[src/rtl/core/pfrwl_pkg.sv]
`default_nettype none

package pfrwl_pkg;

   localparam int ID_PORT_W   = 16;
   localparam int STATUS_W    = 3;
   localparam int MAX_RESULTS = 32;
   localparam int CNT_W       = $clog2(MAX_RESULTS + 1);

   localparam logic CMD_SUBMIT  = 1'b0;
   localparam logic CMD_RELEASE = 1'b1;

   typedef enum logic [STATUS_W-1:0] {
      ST_GRANTED = 3'd0,
      ST_QUEUED  = 3'd1,
      ST_FULL    = 3'd2,
      ST_PENDING = 3'd3,
      ST_EMPTY   = 3'd4,
      ST_IDLE    = 3'd5,
      ST_GRANT   = 3'd6
   } status_type;

   typedef enum logic [2:0] {
      S_IDLE,
      S_SUB,
      S_REL_HEAD,
      S_REL_NEXT,
      S_GRANT
   } state_type;

   // one generation: exclusive flag, active holders, waiters in the store
   typedef struct packed {
      logic             excl;
      logic [CNT_W-1:0] active;
      logic [CNT_W-1:0] count;
   } gen_rec_type;

   typedef struct packed {
      logic       accept;
      logic       rd_tail;
      logic       rd_head;
      logic       rd_next;
      logic       open_gen;
      logic       join_gen;
      logic       dec_active;
      logic       advance;
      logic       start_grants;
      logic       next_grant;
      logic       emit;
      logic       emit_grant;
      status_type emit_code;
   } cmd_type;

   typedef struct packed {
      logic gen_empty;
      logic gen_single;
      logic gen_full;
      logic waiter_full;
      logic tail_joinable;
      logic tail_capped;
      logic release_zero;
      logic grant_none;
      logic grant_final;
   } stat_type;

endpackage

`default_nettype wire

[src/rtl/core/pfrwl_ctrl.sv]
`default_nettype none

module pfrwl_ctrl (
   input  wire logic               clock,
   input  wire logic               reset,
   input  wire logic               start,
   input  wire logic               req_command,
   input  wire pfrwl_pkg::stat_type stat,
   output pfrwl_pkg::cmd_type      cmd,
   output logic                    busy
);
   import pfrwl_pkg::*;

   state_type state_ff;
   state_type state_in;

   always_ff @(posedge clock) begin
      if (reset) begin
         state_ff <= S_IDLE;
      end else begin
         state_ff <= state_in;
      end
   end

   always_comb begin
      cmd       = '0;
      cmd.emit_code = ST_GRANTED;
      state_in  = state_ff;
      busy      = (state_ff != S_IDLE);
      unique case (state_ff)
         S_IDLE: begin
            if (start) begin
               cmd.accept = 1'b1;
               if (req_command == CMD_RELEASE) begin
                  cmd.rd_head = 1'b1;
                  state_in    = S_REL_HEAD;
               end else begin
                  cmd.rd_tail = 1'b1;
                  state_in    = S_SUB;
               end
            end
         end
         S_SUB: begin
            cmd.emit = 1'b1;
            state_in = S_IDLE;
            if (stat.gen_empty) begin
               if (stat.waiter_full) begin
                  cmd.emit_code = ST_FULL;
               end else begin
                  cmd.open_gen  = 1'b1;
                  cmd.emit_code = ST_GRANTED;
               end
            end else if (stat.tail_joinable) begin
               if (stat.waiter_full || stat.tail_capped) begin
                  cmd.emit_code = ST_FULL;
               end else begin
                  cmd.join_gen  = 1'b1;
                  cmd.emit_code = stat.gen_single ? ST_GRANTED : ST_QUEUED;
               end
            end else if (stat.waiter_full || stat.gen_full) begin
               cmd.emit_code = ST_FULL;
            end else begin
               cmd.open_gen  = 1'b1;
               cmd.emit_code = ST_QUEUED;
            end
         end
         S_REL_HEAD: begin
            state_in = S_IDLE;
            if (stat.gen_empty) begin
               cmd.emit      = 1'b1;
               cmd.emit_code = ST_EMPTY;
            end else if (!stat.release_zero) begin
               cmd.dec_active = 1'b1;
               cmd.emit       = 1'b1;
               cmd.emit_code  = ST_PENDING;
            end else begin
               cmd.advance = 1'b1;
               if (stat.gen_single) begin
                  cmd.emit      = 1'b1;
                  cmd.emit_code = ST_IDLE;
               end else begin
                  cmd.rd_next = 1'b1;
                  state_in    = S_REL_NEXT;
               end
            end
         end
         S_REL_NEXT: begin
            if (stat.grant_none) begin
               cmd.emit      = 1'b1;
               cmd.emit_code = ST_IDLE;
               state_in      = S_IDLE;
            end else begin
               cmd.start_grants = 1'b1;
               state_in         = S_GRANT;
            end
         end
         S_GRANT: begin
            cmd.emit       = 1'b1;
            cmd.emit_grant = 1'b1;
            cmd.emit_code  = ST_GRANT;
            if (stat.grant_final) begin
               state_in = S_IDLE;
            end else begin
               cmd.next_grant = 1'b1;
            end
         end
         default: begin
            state_in = S_IDLE;
         end
      endcase
   end

endmodule

`default_nettype wire

[src/rtl/core/pfrwl_dp.sv]
`default_nettype none

module pfrwl_dp #(
   parameter int WAITER_SLOTS = 32,
   parameter int GEN_SLOTS    = 32,
   parameter int ID_WIDTH     = 16
) (
   input  wire logic                            clock,
   input  wire logic                            reset,
   input  wire pfrwl_pkg::cmd_type              cmd,
   input  wire logic [pfrwl_pkg::ID_PORT_W-1:0] req_request_id,
   input  wire logic                            req_is_exclusive,
   output pfrwl_pkg::stat_type                  stat,
   output logic                                 rsp_valid,
   output logic [pfrwl_pkg::STATUS_W-1:0]       rsp_status,
   output logic [pfrwl_pkg::ID_PORT_W-1:0]      rsp_grant_id,
   output logic                                 rsp_last
);
   import pfrwl_pkg::*;

   localparam int IDW  = (ID_WIDTH < ID_PORT_W) ? ID_WIDTH : ID_PORT_W;
   localparam int WP   = $clog2(WAITER_SLOTS);
   localparam int GP   = $clog2(GEN_SLOTS);
   localparam int WOW  = $clog2(WAITER_SLOTS + 1);
   localparam int GOW  = $clog2(GEN_SLOTS + 1);
   localparam int WSUM = WP + 1;
   localparam int CW   = (CNT_W > WOW) ? CNT_W : WOW;

   // stores
   logic [IDW-1:0] waiter_mem [WAITER_SLOTS];
   gen_rec_type    gen_mem    [GEN_SLOTS];

   logic [IDW-1:0] waiter_rd_ff;
   gen_rec_type    gen_rd_ff;

   logic [IDW-1:0] id_ff;
   logic           excl_ff;

   logic [WP-1:0]  waiter_rd_ptr_ff, waiter_rd_ptr_in;
   logic [WP-1:0]  waiter_wr_ptr_ff, waiter_wr_ptr_in;
   logic [WOW-1:0] waiter_occ_ff,    waiter_occ_in;
   logic [GP-1:0]  gen_rd_ptr_ff,    gen_rd_ptr_in;
   logic [GP-1:0]  gen_wr_ptr_ff,    gen_wr_ptr_in;
   logic [GOW-1:0] gen_occ_ff,       gen_occ_in;
   logic [WP-1:0]  grant_addr_ff,    grant_addr_in;
   logic [CNT_W-1:0] remain_ff,      remain_in;

   logic                  rsp_valid_ff;
   status_type            rsp_status_ff;
   logic [ID_PORT_W-1:0]  rsp_grant_id_ff;
   logic                  rsp_last_ff;

   logic [GP-1:0]    tail_addr;
   logic [GP-1:0]    gen_rd_next;
   logic [GP-1:0]    gen_wr_next;
   logic [GP-1:0]    gen_addr_rd;
   logic             gen_re;
   logic [GP-1:0]    gen_addr_wr;
   logic             gen_we;
   gen_rec_type      gen_wdata;
   logic [WP-1:0]    waiter_addr_rd;
   logic             waiter_re;
   logic             push_waiter;
   logic [CNT_W-1:0] n_drop;
   logic [CNT_W-1:0] n_avail;
   logic [CNT_W-1:0] n_grant;
   logic [WSUM-1:0]  drop_sum;
   logic [WSUM-1:0]  drop_wrap;

   always_comb begin
      tail_addr   = (gen_wr_ptr_ff == '0) ? GP'(GEN_SLOTS - 1) : gen_wr_ptr_ff - 1'b1;
      gen_rd_next = (gen_rd_ptr_ff == GP'(GEN_SLOTS - 1)) ? '0 : gen_rd_ptr_ff + 1'b1;
      gen_wr_next = (gen_wr_ptr_ff == GP'(GEN_SLOTS - 1)) ? '0 : gen_wr_ptr_ff + 1'b1;

      n_drop  = (CW'(gen_rd_ff.count) > CW'(waiter_occ_ff)) ? CNT_W'(waiter_occ_ff)
                                                            : gen_rd_ff.count;
      n_avail = n_drop;
      n_grant = (n_avail > CNT_W'(MAX_RESULTS)) ? CNT_W'(MAX_RESULTS) : n_avail;

      drop_sum  = WSUM'(waiter_rd_ptr_ff) + WSUM'(n_drop);
      drop_wrap = (drop_sum >= WSUM'(WAITER_SLOTS)) ? drop_sum - WSUM'(WAITER_SLOTS)
                                                    : drop_sum;
   end

   // status towards the controller
   always_comb begin
      stat.gen_empty     = (gen_occ_ff == '0);
      stat.gen_single    = (gen_occ_ff == GOW'(1));
      stat.gen_full      = (gen_occ_ff == GOW'(GEN_SLOTS));
      stat.waiter_full   = (waiter_occ_ff == WOW'(WAITER_SLOTS));
      stat.tail_joinable = !excl_ff && !gen_rd_ff.excl;
      stat.tail_capped   = (gen_rd_ff.count >= CNT_W'(MAX_RESULTS));
      stat.release_zero  = (gen_rd_ff.active <= CNT_W'(1));
      stat.grant_none    = (n_grant == '0);
      stat.grant_final   = (remain_ff == CNT_W'(1));
   end

   // generation store ports
   always_comb begin
      gen_re      = cmd.rd_tail | cmd.rd_head | cmd.rd_next;
      gen_addr_rd = gen_rd_ptr_ff;
      if (cmd.rd_tail) begin
         gen_addr_rd = tail_addr;
      end else if (cmd.rd_next) begin
         gen_addr_rd = gen_rd_next;
      end

      gen_we      = cmd.open_gen | cmd.join_gen | cmd.dec_active;
      gen_addr_wr = gen_wr_ptr_ff;
      gen_wdata   = '{excl: excl_ff, active: CNT_W'(1), count: CNT_W'(1)};
      if (cmd.join_gen) begin
         gen_addr_wr = tail_addr;
         gen_wdata   = '{excl:   gen_rd_ff.excl,
                         active: gen_rd_ff.active + 1'b1,
                         count:  gen_rd_ff.count + 1'b1};
      end else if (cmd.dec_active) begin
         gen_addr_wr = gen_rd_ptr_ff;
         gen_wdata   = '{excl:   gen_rd_ff.excl,
                         active: gen_rd_ff.active - 1'b1,
                         count:  gen_rd_ff.count};
      end
   end

   always_ff @(posedge clock) begin
      if (gen_we) begin
         gen_mem[gen_addr_wr] <= gen_wdata;
      end
      if (gen_re) begin
         gen_rd_ff <= gen_mem[gen_addr_rd];
      end
   end

   // waiter store ports
   always_comb begin
      push_waiter    = cmd.open_gen | cmd.join_gen;
      waiter_re      = cmd.start_grants | cmd.next_grant;
      waiter_addr_rd = cmd.start_grants ? waiter_rd_ptr_ff : grant_addr_ff;
   end

   always_ff @(posedge clock) begin
      if (push_waiter) begin
         waiter_mem[waiter_wr_ptr_ff] <= id_ff;
      end
      if (waiter_re) begin
         waiter_rd_ff <= waiter_mem[waiter_addr_rd];
      end
      if (cmd.accept) begin
         id_ff   <= req_request_id[IDW-1:0];
         excl_ff <= req_is_exclusive;
      end
   end

   // pointers and occupancy
   always_comb begin
      waiter_rd_ptr_in = waiter_rd_ptr_ff;
      waiter_wr_ptr_in = waiter_wr_ptr_ff;
      waiter_occ_in    = waiter_occ_ff;
      gen_rd_ptr_in    = gen_rd_ptr_ff;
      gen_wr_ptr_in    = gen_wr_ptr_ff;
      gen_occ_in       = gen_occ_ff;
      grant_addr_in    = grant_addr_ff;
      remain_in        = remain_ff;
      if (push_waiter) begin
         waiter_wr_ptr_in = (waiter_wr_ptr_ff == WP'(WAITER_SLOTS - 1)) ? '0
                                                         : waiter_wr_ptr_ff + 1'b1;
         waiter_occ_in    = waiter_occ_ff + 1'b1;
      end
      if (cmd.open_gen) begin
         gen_wr_ptr_in = gen_wr_next;
         gen_occ_in    = gen_occ_ff + 1'b1;
      end
      if (cmd.advance) begin
         waiter_rd_ptr_in = drop_wrap[WP-1:0];
         waiter_occ_in    = waiter_occ_ff - WOW'(n_drop);
         gen_rd_ptr_in    = gen_rd_next;
         gen_occ_in       = gen_occ_ff - 1'b1;
      end
      if (waiter_re) begin
         grant_addr_in = (waiter_addr_rd == WP'(WAITER_SLOTS - 1)) ? '0
                                                         : waiter_addr_rd + 1'b1;
      end
      if (cmd.start_grants) begin
         remain_in = n_grant;
      end else if (cmd.next_grant) begin
         remain_in = remain_ff - 1'b1;
      end
   end

   always_ff @(posedge clock) begin
      if (reset) begin
         waiter_rd_ptr_ff <= '0;
         waiter_wr_ptr_ff <= '0;
         waiter_occ_ff    <= '0;
         gen_rd_ptr_ff    <= '0;
         gen_wr_ptr_ff    <= '0;
         gen_occ_ff       <= '0;
         rsp_valid_ff     <= 1'b0;
      end else begin
         waiter_rd_ptr_ff <= waiter_rd_ptr_in;
         waiter_wr_ptr_ff <= waiter_wr_ptr_in;
         waiter_occ_ff    <= waiter_occ_in;
         gen_rd_ptr_ff    <= gen_rd_ptr_in;
         gen_wr_ptr_ff    <= gen_wr_ptr_in;
         gen_occ_ff       <= gen_occ_in;
         rsp_valid_ff     <= cmd.emit;
      end
   end

   always_ff @(posedge clock) begin
      grant_addr_ff <= grant_addr_in;
      remain_ff     <= remain_in;
      if (cmd.emit) begin
         rsp_status_ff   <= cmd.emit_code;
         rsp_grant_id_ff <= cmd.emit_grant ? ID_PORT_W'(waiter_rd_ff) : '0;
         rsp_last_ff     <= !cmd.emit_grant || (remain_ff == CNT_W'(1));
      end
   end

   assign rsp_valid    = rsp_valid_ff;
   assign rsp_status   = rsp_status_ff;
   assign rsp_grant_id = rsp_grant_id_ff;
   assign rsp_last     = rsp_last_ff;

endmodule

`default_nettype wire

[src/rtl/core/phase_fair_rw_lock_queue.sv]
`default_nettype none

// Phase-fair reader/writer lock queue. Pulse start with a transaction on the
// req_ ports while busy is low: a submit (req_command 0) places the request in
// the generation queue or reports full, a release (req_command 1) retires one
// holder of the head generation or reports empty. Results appear on the rsp_
// ports for exactly one cycle, marked by rsp_valid; the receiver cannot stall,
// so it must take every result as it comes. A submit, a release that does not
// drain the head, and a release that drains the last generation each read the
// generation record through the registered read port of its store and then
// update it before the next accept. A release that drains the head and
// advances to a further generation then reads the new head and streams the
// waiters to grant out of the waiter store one per cycle through its single
// read port, each grant leaving on its own cycle. Results are registered
// before they reach the ports, so they may still be leaving while the next
// transaction is accepted. Both stores come out of reset usable at once: no
// clearing pass.

module phase_fair_rw_lock_queue #(
   parameter int WAITER_SLOTS = 32,
   parameter int GEN_SLOTS    = 32,
   parameter int ID_WIDTH     = 16
) (
   input  wire logic                            clock,
   input  wire logic                            reset,
   input  wire logic                            start,
   output logic                                 busy,
   input  wire logic                            req_command,
   input  wire logic [pfrwl_pkg::ID_PORT_W-1:0] req_request_id,
   input  wire logic                            req_is_exclusive,
   output logic                                 rsp_valid,
   output logic [pfrwl_pkg::STATUS_W-1:0]       rsp_status,
   output logic [pfrwl_pkg::ID_PORT_W-1:0]      rsp_grant_id,
   output logic                                 rsp_last
);
   import pfrwl_pkg::*;

   cmd_type  cmd;
   stat_type stat;

   // sequence each transaction: read the record, decide, stream grants
   pfrwl_ctrl u_ctrl (
      .clock       (clock),
      .reset       (reset),
      .start       (start),
      .req_command (req_command),
      .stat        (stat),
      .cmd         (cmd),
      .busy        (busy)
   );

   // hold the waiter and generation stores, their pointers and the result register
   pfrwl_dp #(
      .WAITER_SLOTS (WAITER_SLOTS),
      .GEN_SLOTS    (GEN_SLOTS),
      .ID_WIDTH     (ID_WIDTH)
   ) u_dp (
      .clock            (clock),
      .reset            (reset),
      .cmd              (cmd),
      .req_request_id   (req_request_id),
      .req_is_exclusive (req_is_exclusive),
      .stat             (stat),
      .rsp_valid        (rsp_valid),
      .rsp_status       (rsp_status),
      .rsp_grant_id     (rsp_grant_id),
      .rsp_last         (rsp_last)
   );

endmodule

`default_nettype wire
[config.mk]
export PLATFORM = sky130hd
export DESIGN_NAME = phase_fair_rw_lock_queue
export DESIGN_NICKNAME = d
export VERILOG_FILES = /design/src/rtl/core/pfrwl_pkg.sv /design/src/rtl/core/pfrwl_ctrl.sv /design/src/rtl/core/pfrwl_dp.sv /design/src/rtl/core/phase_fair_rw_lock_queue.sv
export SDC_FILE = /design/constraint.sdc
export NUM_CORES = 1
export LEC_CHECK = 0
export BUFFER_PORTS_ARGS = -buffer_cell sky130_fd_sc_hd__buf_2
export CELL_PAD_IN_SITES_DETAIL_PLACEMENT = 1
export CELL_PAD_IN_SITES_GLOBAL_PLACEMENT = 1
export CORE_MARGIN = 4
export CORE_UTILIZATION = 38
export DETAILED_ROUTE_END_ITERATION = 8
export PLACE_DENSITY = 0.61
export RECOVER_POWER = 25
export SLEW_MARGIN = 20
export SYNTH_ARGS = -nofsm -noshare
export SYNTH_HDL_FRONTEND = slang
export SYNTH_SLANG_ARGS = --single-unit
[constraint.sdc]
create_clock -name clock -period 8.15 [get_ports clock]
set_input_delay 1.63 -clock clock [delete_from_list [all_inputs] [get_ports clock]]
set_output_delay 1.63 -clock clock [all_outputs]
set_load 0.005 [all_outputs]
==> results.yml, run 1 <==
synth:
  synth-edff-count: 1005
  yosys.area_share.simple_pct: 9.77
  ys_warn_count: 0
  ys_seq_area_share_pct: 72.4
  synthXorXnorAreaFrac_pct: 0.431
  muxShareOfSynthArea_pct: 5.44
  synthAdderAreaFrac_pct: 1.21
  netlist_instances: 2901
  synth_top_family_by_area: "simple AND/OR/NAND/NOR gates"
  async_flop_share_pct: 0
  syn_area_mm2: 0.0427
  synth_flop_cell: "edfxtp_1"
  avgSynthCellArea_um2: 14.7
  yosys.cell_types.count: 73
  synth_fp_nets: 2962
  synth_compound_area_share_pct: 8.41
  synth-seq-cells: 1041
power:
  switching_power_mw: 2.51
  power_mw: 11.3
  ir_drop_uv: 173
  clockPowerShare_pct: 43.1
  p_comb_share_pct: 4.4
  p_leak_nw: 15.9
  pwr-share-seq_pct: 52.5
  p_per_area_mw_per_mm2: 234
  p_int_mw: 8.82
  p_sw_share_pct: 22.2
sta:
  rsz0062_at_grt: "no"
  max_freq_mhz: 175
  setup_violations: 0
  fin_skew_ps: 40.0
  hold_viol: 0
  tightest_slew_ps: 1980
  min_period_over_period_pct: 70.2
  fin_crit_ps: 5720
  slew_headroom_pct: -31.7
  tns_ps: 0
  slew_viol_final: 198
global_route:
  track_usage_pct: 19.9
  grt-ovfl-total: 0
  grt_pass1_vias: 26927
  grt_max_degree: 157
  antenna_found_initial: 3
  grt_pass1_wl_um: 177000
setup_path:
  worstSetupStartpointType: "flip-flop"
  reg2regPathDepth: 13
  crit_arrival_ps: 6240
  rrSetupSlack_ps: 2430
  end_kind: "flip-flop"
  cp_max_fo: 82
  path_cells: "ha_1 -> and4_1 -> and3_1 -> a31oi_2 -> mux2i_1 -> nand3_1 -> mux2i_4 -> inv_4 -> buf_12 -> a211oi_1 -> a311oi_1 -> o22ai_1 -> o21ai_1"
  regToRegStartpoint: "u_dp.gen_rd_ff[3]"
  critPathRequiredTime_ps: 8670
  critPathKind: "flip-flop to flip-flop"
  crit_path_top_delay_cell: "inv_4"
  cpPeakStageDelay_ps: 680
  r2r-end: "u_dp.waiter_rd_ff[2]"
clocking:
  cts_buffers: 110
  insertion_delay_ps: 710
  cts_setup_buffers: 0
  root_buffer: "clkbuf_16"
  cts_buffer_depth: 3
  clkTransAtPathRegs_ps: 60
  h-tree-depth: 3
  cts.repair.resized: 0
  cts_sinks: 1041
  cts_hold_buf: 0
  cts_tree: "built"
place:
  dpl.hpwl_um: 72600
  placed_area_mm2: 0.0449
  globalplace.congestion: 0.835
  portBuffers: 42
floorplanning:
  start_util_pct: 38.4
  coreArea_mm2: 0.111
  die_h_um: 343
  die_w_um: 343
  die_area_mm2: 0.118
  row_count: 122
  pin_count: 43
run_status:
  status: "finished with violations"
  violations: "max-capacitance violations, max-slew violations"
flow_run:
  cap_violations: 6
layout:
  antenna_cells: 0
  seq_area_mm2: 0.0309
  syn_to_final_growth_pct: 13.3
  nFillCells: 11221
  finish.net_count: 3039
  final_area_mm2: 0.0484
  layout-drive-gt1-share_pct: 12.5
  multi_input_comb_area_mm2: 0.0110
drt:
  finalWirelength_um: 119000
  drtAntennaViolNets: 0
  via_per_inst: 5.62
  wl_per_cell_um: 26.0
  drc: 0
  drtPass1Iterations: 5
  vias: 25640
  dr.first_iter.drc_count: 2034
min_path:
  min_path_cells: 2
  min_from: "u_dp.waiter_rd_ptr_ff[4]"
  hold_path_class: "flip-flop to flip-flop"
  holdPathEnd: "u_dp.waiter_rd_ptr_ff[4]"
worst max path at each step:
stage                 startpoint                    to  slack [ps]  cells after the start
3_3_place_gp   u_dp.gen_rd_ff[3]  u_dp.waiter_rd_ff[3]        2220                     13
2_1_floorplan              start    u_dp.gen_rd_ff[10]        3800                     10
3_5_place_dp   u_dp.gen_rd_ff[3]  u_dp.waiter_rd_ff[2]        2020                     13
6_report       u_dp.gen_rd_ff[3]  u_dp.waiter_rd_ff[2]        2430                     13
4_1_cts        u_dp.gen_rd_ff[3]  u_dp.waiter_rd_ff[2]        2010                     13
5_1_grt        u_dp.gen_rd_ff[3]  u_dp.waiter_rd_ff[2]        1910                     13
synthesized netlist by cell type (all sizes together), types with 16 or more instances:
cell | n | area share, %
mux2i | 161 | 3.8
edfxtp | 1005 | 71
nand2 | 359 | 3.2
o221ai | 83 | 1.7
mux4 | 28 | 1.5
nand3 | 211 | 2.5
o22ai | 20 | 0.29
nor2b | 31 | 0.45
buf | 88 | 1.2
and3 | 72 | 1.1
nor4 | 16 | 0.28
a21oi | 103 | 1.3
dfxtp | 36 | 1.7
ha | 38 | 1.1
o21ai | 62 | 0.73
nor2 | 127 | 1.2
inv | 30 | 0.26
a211oi | 68 | 1.2
clkbuf | 102 | 0.90
and2 | 20 | 0.29
a311oi | 66 | 1.4
layer usage:
metal / track usage (%) / routed length (um) / vias to the layer above
li1: - / - / 11469
met1: 25.6 / 49400 / 13450
met2: 35.5 / 61100 / 538
met3: 2.39 / 4550 / 183
met4: 6.16 / 3550 / 0
met5: 0 / 0 / -
critical path, delay by kind of cell, from the launching register on:
family                     cells  cell delay (ps)
buffers and inverters          2             1000
adders and majority gates      1              370
and+or+nand+nor                3              920
muxes                          2              750
DFF                            1              550
AOI/OAI and AO/OA              5             1850
power groups by stage:
stage	Clock [mW]	Sequential, mW	Combinational [mW]
floorplan	0	6.06	0.293
global route	5.23	5.95	0.542
global placement	0	6.07	0.474
CTS	4.98	5.97	0.489
finish	4.88	5.95	0.497
detailed placement	0	6.08	0.487
cell usage in the layout, fill, tap and decap left out, types with 7 or more instances in the layout:
cell type,netlist,routed
a211oi_1,68,68
a21o_1,9,9
a21oi_1,96,93
a21oi_2,7,10
a221o_1,14,14
a221oi_1,8,8
a22o_1,12,12
a22oi_1,14,14
a311oi_1,65,65
a31oi_1,10,8
and2_1,20,20
and3_1,72,72
buf_2,51,34
buf_4,7,94
clkbuf_1,102,43
clkbuf_16,0,113
clkinv_1,0,22
clkinv_2,0,25
clkinvlp_4,0,10
dfxtp_1,36,36
edfxtp_1,1005,1005
ha_1,38,38
inv_1,29,29
mux2_2,7,7
mux2i_1,161,159
mux4_2,28,28
nand2_1,359,355
nand3_1,210,210
nor2_1,123,117
nor2_2,1,7
nor2b_1,31,31
nor3_1,13,10
nor4_1,14,14
o21ai_0,33,26
o21ai_1,29,29
o221ai_1,83,83
o22ai_1,20,19
xnor2_1,13,13
xor2_1,8,8
sequential cells by signal, summed over array words and instances, names as in the netlist, 3 cells and up:
name and count:
u_dp.gen_rd_ff 13, u_dp.id_ff 16, u_dp.gen_wr_ptr_ff 5, u_dp.rsp_grant_id 16, u_dp.gen_mem 416, u_dp.waiter_rd_ff 16, u_dp.waiter_mem 512, u_dp.gen_rd_ptr_ff 5
u_dp.remain_ff 6, u_dp.waiter_occ_ff 6, u_dp.gen_occ_ff 6, u_dp.waiter_wr_ptr_ff 5, u_ctrl.state_ff 3, u_dp.waiter_rd_ptr_ff 5, u_dp.grant_addr_ff 5, u_dp.rsp_status 3
stage by stage:
step / hold slack, ps / utilization, % / std cells / worst slack [ps]
6_report: 519 / 43.6 / 4559 / 2430
5_1_grt: 540 / 43.6 / 4559 / 1910
4_1_cts: 518 / 43.6 / 4551 / 2010
3_5_place_dp: 509 / 40.4 / 4346 / 2020
3_3_place_gp: 487 / 40.4 / 4346 / 2220
2_1_floorplan: 453 / - / 2901 / 3800
cells by family after synthesis:
logic type      after synthesis
fa+ha+maj                    40
buf+inv                     220
mux                         196
xor+xnor                     21
compound gates              494
simple gates                889
flops                      1041
area by class of cell:
type                       instances  share of cell area, %
clock buffer                     137                   6.11
clock inverter                    68                   1.14
inverter                          30                  0.238
timing repair buffer             155                   2.15
sequential                      1041                   63.8
tap                             1488                   3.85
multi-input combinational       1640                   22.7
(Power assumes the default switching activity.)
==> inputs of run 2 (changes only) <==
==> constraint.sdc (replaced) <==
create_clock -name clock -period 6 [get_ports clock]
set_input_delay 1.2 -clock clock [delete_from_list [all_inputs] [get_ports clock]]
set_output_delay 1.2 -clock clock [all_outputs]
set_load 0.005 [all_outputs]
==> run 2 against run 1 <==
  * The flow still finishes with violations (max-capacitance violations, max-slew violations)
  * Wire length increased by 3.5%
  * Worst hold slack improved by 2.3 ps
  * Sequential share of layout area decreased by 0.75 points
  * First-iteration DRC count about the same
  * Clock power up 47%
  * Global-route usage increased by 0.68 points
  * Largest power group unchanged
  * Total power is 41% higher
==> results.yml, run 2 (synthesis results as in run 1) <==
layout:
  final_common_cell: "edfxtp_1"
  top_register: "u_dp.waiter_mem"
  mostFrequentLayoutCells: "edfxtp_1 (1005), nand2_1 (357), nand3_1 (210), mux2i_1 (159), clkbuf_16 (113)"
  finish.net_count: 3060
  final_area_mm2: 0.0490
  multi_input_comb_area_mm2: 0.0110
  seq_area_mm2: 0.0309
  largest_reg_flops: 512
  largest_registers: "u_dp.waiter_mem: 512 flops, u_dp.gen_mem: 416 flops"
  syn_to_final_growth_pct: 14.7
  nFillCells: 11136
  layout-drive-gt1-share_pct: 13.6
clocking:
  h-tree-depth: 3
  cts_buffer_depth: 3
  cts_tree: "built"
  cts.repair.resized: 0
  root_buffer: "clkbuf_16"
  clkTransAtPathRegs_ps: 60
  cts_setup_buffers: 0
  cts_buffers: 112
  cts_hold_buf: 0
  insertion_delay_ps: 710
  cts_sinks: 1041
floorplanning:
  row_count: 122
  die_w_um: 343
  die_h_um: 343
  pin_count: 43
  coreArea_mm2: 0.111
  start_util_pct: 38.4
  die_area_mm2: 0.118
run_status:
  status: "finished with violations"
  violations: "max-capacitance violations, max-slew violations"
min_path:
  holdPathEnd: "u_dp.waiter_occ_ff[4]"
  min_path_cells: 2
  min_from: "u_dp.waiter_occ_ff[4]"
  hold_path_class: "flip-flop to flip-flop"
setup_path:
  r2r-end: "u_dp.gen_rd_ff[0]"
  regToRegStartpoint: "u_dp.gen_rd_ptr_ff[0]"
  cpPeakStageDelay_ps: 890
  end_kind: "flip-flop"
  critPathRequiredTime_ps: 6380
  path_cells: "ha_1 -> and3_1 -> ha_1 -> or3b_2 -> nor4_1 -> o31ai_4 -> buf_4 -> nor2_4 -> nand3_1 -> nand3_1 -> nor2b_1 -> nor4_1 -> nand3_1"
  crit_path_top_delay_cell: "nor4_1"
  critical-path-top-cell-by-count: "nand3_1"
  worstSetupStartpointType: "flip-flop"
  critPathKind: "flip-flop to flip-flop"
  crit_arrival_ps: 5730
  cp_max_fo: 26
  rrSetupSlack_ps: 640
  reg2regPathDepth: 13
sta:
  fin_skew_ps: 38.3
  slew_headroom_pct: -24.9
  fin_crit_ps: 5360
  max_freq_mhz: 187
  min_period_over_period_pct: 89.3
  tns_ps: 0
  rsz0062_at_grt: "no"
  slew_viol_final: 198
  hold_viol: 0
  tightest_slew_ps: 1870
  setup_violations: 0
drt:
  dr.first_iter.drc_count: 2036
  via_per_inst: 5.63
  vias: 25809
  drc: 0
  wl_per_cell_um: 26.7
  drtAntennaViolNets: 0
  drtPass1Iterations: 5
  finalWirelength_um: 123000
flow_run:
  cap_violations: 6
power:
  p_leak_nw: 16.2
  p_int_mw: 12.5
  p_sw_share_pct: 21.6
  p_per_area_mw_per_mm2: 326
  pwr-share-seq_pct: 50.7
  ir_drop_uv: 249
  clockPowerShare_pct: 45.0
  p_comb_share_pct: 4.3
  switching_power_mw: 3.45
place:
  placed_area_mm2: 0.0451
  dpl.hpwl_um: 76800
  globalplace.congestion: 0.830
  portBuffers: 42
global_route:
  grt_max_degree: 129
  track_usage_pct: 20.6
  grt-ovfl-total: 0
  grt_pass1_wl_um: 182000
  antenna_found_initial: 5
  grt_pass1_vias: 27209
## run 2: cell count changes in the layout (fill, tap and decap cells not counted), sizes merged
cell / before / now
bufinv: 6 / 18
buf: 132 / 156
diode: 0 / 3
clkinvlp: 10 / 2
inv: 34 / 33
clkbuf: 160 / 158
## run 2: worst max-delay path: cells and delay by family, from the launching register on
| kind | cells | cell delay, ps |
|---|---|---|
| DFF | 1 | 450 |
| and+or+nand+nor | 9 | 3570 |
| AOI/OAI and AO/OA | 1 | 130 |
| buffers and inverters | 1 | 260 |
| adders and majority gates | 2 | 580 |
## run 2: worst max path at each step
stage | from | end | slack, ps | cells after the start
3_3_place_gp | start | u_dp.gen_rd_ff[0] | 540 | 10
5_1_grt | u_dp.gen_rd_ptr_ff[0] | u_dp.gen_rd_ff[0] | 460 | 13
4_1_cts | u_dp.gen_rd_ptr_ff[0] | u_dp.gen_rd_ff[0] | 730 | 13
2_1_floorplan | start | u_dp.gen_rd_ff[10] | 2080 | 10
3_5_place_dp | start | u_dp.gen_rd_ff[0] | 470 | 10
6_report | u_dp.gen_rd_ptr_ff[0] | u_dp.gen_rd_ff[0] | 640 | 13
## run 2: final cells by class
class / count / share of cell area (%)
clock buffer: 140 / 6.04
antenna: 3 / 0.0153
clock inverter: 71 / 1.85
multi-input combinational: 1640 / 22.4
timing repair buffer: 174 / 2.55
inverter: 30 / 0.235
tap: 1488 / 3.80
sequential: 1041 / 63.1
## run 2: power by group through the flow
stage	combinational [mW]	clock (mW)	sequential [mW]
2_1_floorplan	0.398	0	8.23
3_3_place_gp	0.646	0	8.26
5_1_grt	0.745	7.66	8.09
3_5_place_dp	0.681	0	8.26
4_1_cts	0.684	7.33	8.10
6_report	0.686	7.18	8.09
## run 2: metrics by stage
stage	power (mW)	hold slack [ps]	setup WS [ps]	cells	utilization (%)
3_5_place_dp	8.94	516	469	4367	40.6
2_1_floorplan	8.63	453	2080	2901	-
3_3_place_gp	8.91	495	535	4363	40.6
4_1_cts	16.1	522	732	4578	44.1
6_report	16.0	521	642	4587	44.1
5_1_grt	16.5	540	464	4584	44.1
## run 2: routing by layer
metal	track usage (%)	share of wire, %	wire length [um]
met5	0	0	0
met2	36.2	51	62500
met1	26.7	42	52100
met3	2.65	3.6	4360
met4	6.70	3.1	3760
==> inputs of run 3 (changes only) <==
--- a/config.mk
+++ b/config.mk
@@ -6,9 +6,10 @@
 export NUM_CORES = 1
 export LEC_CHECK = 0
 export BUFFER_PORTS_ARGS = -buffer_cell sky130_fd_sc_hd__buf_2
+export CAP_MARGIN = 20
 export CELL_PAD_IN_SITES_DETAIL_PLACEMENT = 1
 export CELL_PAD_IN_SITES_GLOBAL_PLACEMENT = 1
-export CORE_MARGIN = 4
+export CORE_MARGIN = 2
 export CORE_UTILIZATION = 38
 export DETAILED_ROUTE_END_ITERATION = 8
 export PLACE_DENSITY = 0.61
==> run 3 against run 2 <==
  * The run still ends with max-capacitance violations, max-slew violations left
  * Die area down 2.3%
  * Maximum frequency down 3.0%
  * Via count grew 0.38%
  * Cell count hardly changed
  * Count of clock-buffer cells in the layout did not move
  * Flip-flop and latch count did not move
  * Wire length is 0.34% higher
  * First-iteration DRC count rose by 6.3%
  * Utilization fell by 0.31 points
  * Sequential share of layout area up 0.45 points
  * Final area fell by 0.71%
  * Clock skew is 6.8 ps lower
==> results.yml, run 3 (synthesis results as in run 1) <==
setup_path:
  cpPeakStageDelay_ps: 800
  cp_num_buf_inv: 1
  cp_max_fo: 26
  crit_arrival_ps: 5890
  worstSetupStartpointType: "flip-flop"
  regToRegStartpoint: "u_dp.gen_rd_ptr_ff[0]"
  critical-path-top-cell-by-count: "nand3_1"
  r2r-end: "u_dp.gen_rd_ff[5]"
  end_kind: "flip-flop"
  reg2regPathDepth: 13
  critPathRequiredTime_ps: 6370
  rrSetupSlack_ps: 480
  critPathKind: "flip-flop to flip-flop"
  path_cells: "ha_1 -> and3_1 -> ha_1 -> or3b_2 -> nor4_1 -> o31ai_4 -> buf_4 -> nor2_4 -> nand3_1 -> nand3_1 -> nor2b_1 -> nor4_1 -> nand3_1"
  crit_path_top_delay_cell: "nor4_1"
  cp_top_family: "simple AND/OR/NAND/NOR gates"
clocking:
  cts_buffers: 110
  cts.repair.resized: 0
  root_buffer: "clkbuf_16"
  cts_tree: "built"
  cts_hold_buf: 0
  cts_sinks: 1041
  h-tree-depth: 3
  insertion_delay_ps: 720
  cts_setup_buffers: 0
  cts_buffer_depth: 3
  clkTransAtPathRegs_ps: 60
layout:
  final_area_mm2: 0.0486
  multi_input_comb_area_mm2: 0.0110
  utilization_pct: 43.8
  mostFrequentLayoutCells: "edfxtp_1 (1005), nand2_1 (357), nand3_1 (210), mux2i_1 (159), clkbuf_16 (112)"
  syn_to_final_growth_pct: 13.9
  largest_registers: "u_dp.waiter_mem: 512 flops, u_dp.gen_mem: 416 flops"
  seq_area_mm2: 0.0309
  final_common_cell: "edfxtp_1"
  final_cells: 4586
  top_register: "u_dp.waiter_mem"
  layout-drive-gt1-share_pct: 13.0
  finish.net_count: 3054
  largest_reg_flops: 512
  nFillCells: 11094
run_status:
  status: "finished with violations"
  violations: "max-capacitance violations, max-slew violations"
place:
  dpl.hpwl_um: 75300
  placed_area_mm2: 0.0451
  portBuffers: 42
  dp_cells: 4363
  globalplace.congestion: 0.817
sta:
  rsz0062_at_grt: "no"
  hold_viol: 0
  tns_ps: 0
  max_freq_mhz: 181
  tightest_slew_ps: 1710
  fin_crit_ps: 5520
  slew_headroom_pct: -14.2
  min_period_over_period_pct: 92.1
  setup_violations: 0
  slew_viol_final: 231
  fin_skew_ps: 31.5
power:
  p_leak_nw: 16.0
  p_per_area_mw_per_mm2: 318
  ir_drop_uv: 248
floorplanning:
  row_count: 122
  die_h_um: 339
  start_util_pct: 38.4
  die_w_um: 339
  die_area_mm2: 0.115
  coreArea_mm2: 0.111
  pin_count: 43
drt:
  dr.first_iter.drc_count: 2165
  finalWirelength_um: 123000
  drc: 0
  wl_per_cell_um: 26.8
  via_per_inst: 5.65
  vias: 25907
  drtPass1Iterations: 5
  drtAntennaViolNets: 0
global_route:
  grt-ovfl-total: 0
  antenna_found_initial: 10
  grt_max_degree: 104
  track_usage_pct: 21.0
  grt_pass1_wl_um: 181000
  grt_pass1_vias: 26862
min_path:
  holdPathEnd: "u_dp.waiter_occ_ff[4]"
  min_from: "u_dp.waiter_occ_ff[4]"
  min_path_cells: 2
  hold_path_class: "flip-flop to flip-flop"
flow_run:
  cap_violations: 7
-- run 3: per-layer routing --
layer	vias up	GRT usage, %	wire, um
met2	648	36.4	62100
met5	-	0	25
met3	203	3.13	5490
met4	4	9.31	5370
li1	11507	-	-
met1	13545	26.2	50100
-- run 3: layout make-up --
type | instances | share of cell area [%]
clock inverters | 66 | 1.24
flip-flops and latches | 1041 | 63.5
diodes | 11 | 0.0566
inverters | 30 | 0.237
well taps | 1488 | 3.83
multi-input cells | 1640 | 22.6
repair buffers | 170 | 2.49
clock buffers | 140 | 6.02
-- run 3: worst max-delay path by stage --
| stage | to | from | cells after the start |
|---|---|---|---|
| after CTS | u_dp.waiter_rd_ff[5] | u_dp.gen_rd_ff[3] | 13 |
| after detailed placement | u_dp.gen_rd_ff[5] | start | 13 |
| final | u_dp.gen_rd_ff[5] | u_dp.gen_rd_ptr_ff[0] | 13 |
| after global placement | u_dp.gen_rd_ff[5] | start | 13 |
| after global routing | u_dp.gen_rd_ff[6] | u_dp.gen_rd_ptr_ff[0] | 13 |
| after floorplan | u_dp.gen_rd_ff[10] | start | 10 |
-- run 3: where the power goes --
part	internal [mW]	total, mW	switching (mW)	leakage [nW]
combinational	0.196	0.682	0.486	5.05
sequential	8.03	8.08	0.0543	9.22
clock	3.84	6.72	2.88	1.72
total	12.1	15.5	3.42	16.0
-- run 3: per-stage QoR --
stage	setup WS, ps	hold slack [ps]	total power, mW
global route	368	546	15.9
global placement	577	496	8.90
detailed placement	569	502	8.92
CTS	538	520	15.6
finish	476	523	15.5
floorplan	2080	453	8.63
-- run 3: tightest hold or removal path: cells and delay by family, from the launching register on --
kind            cells  cell delay [ps]
simple gates        1               80
flops               1              340
compound gates      1               60
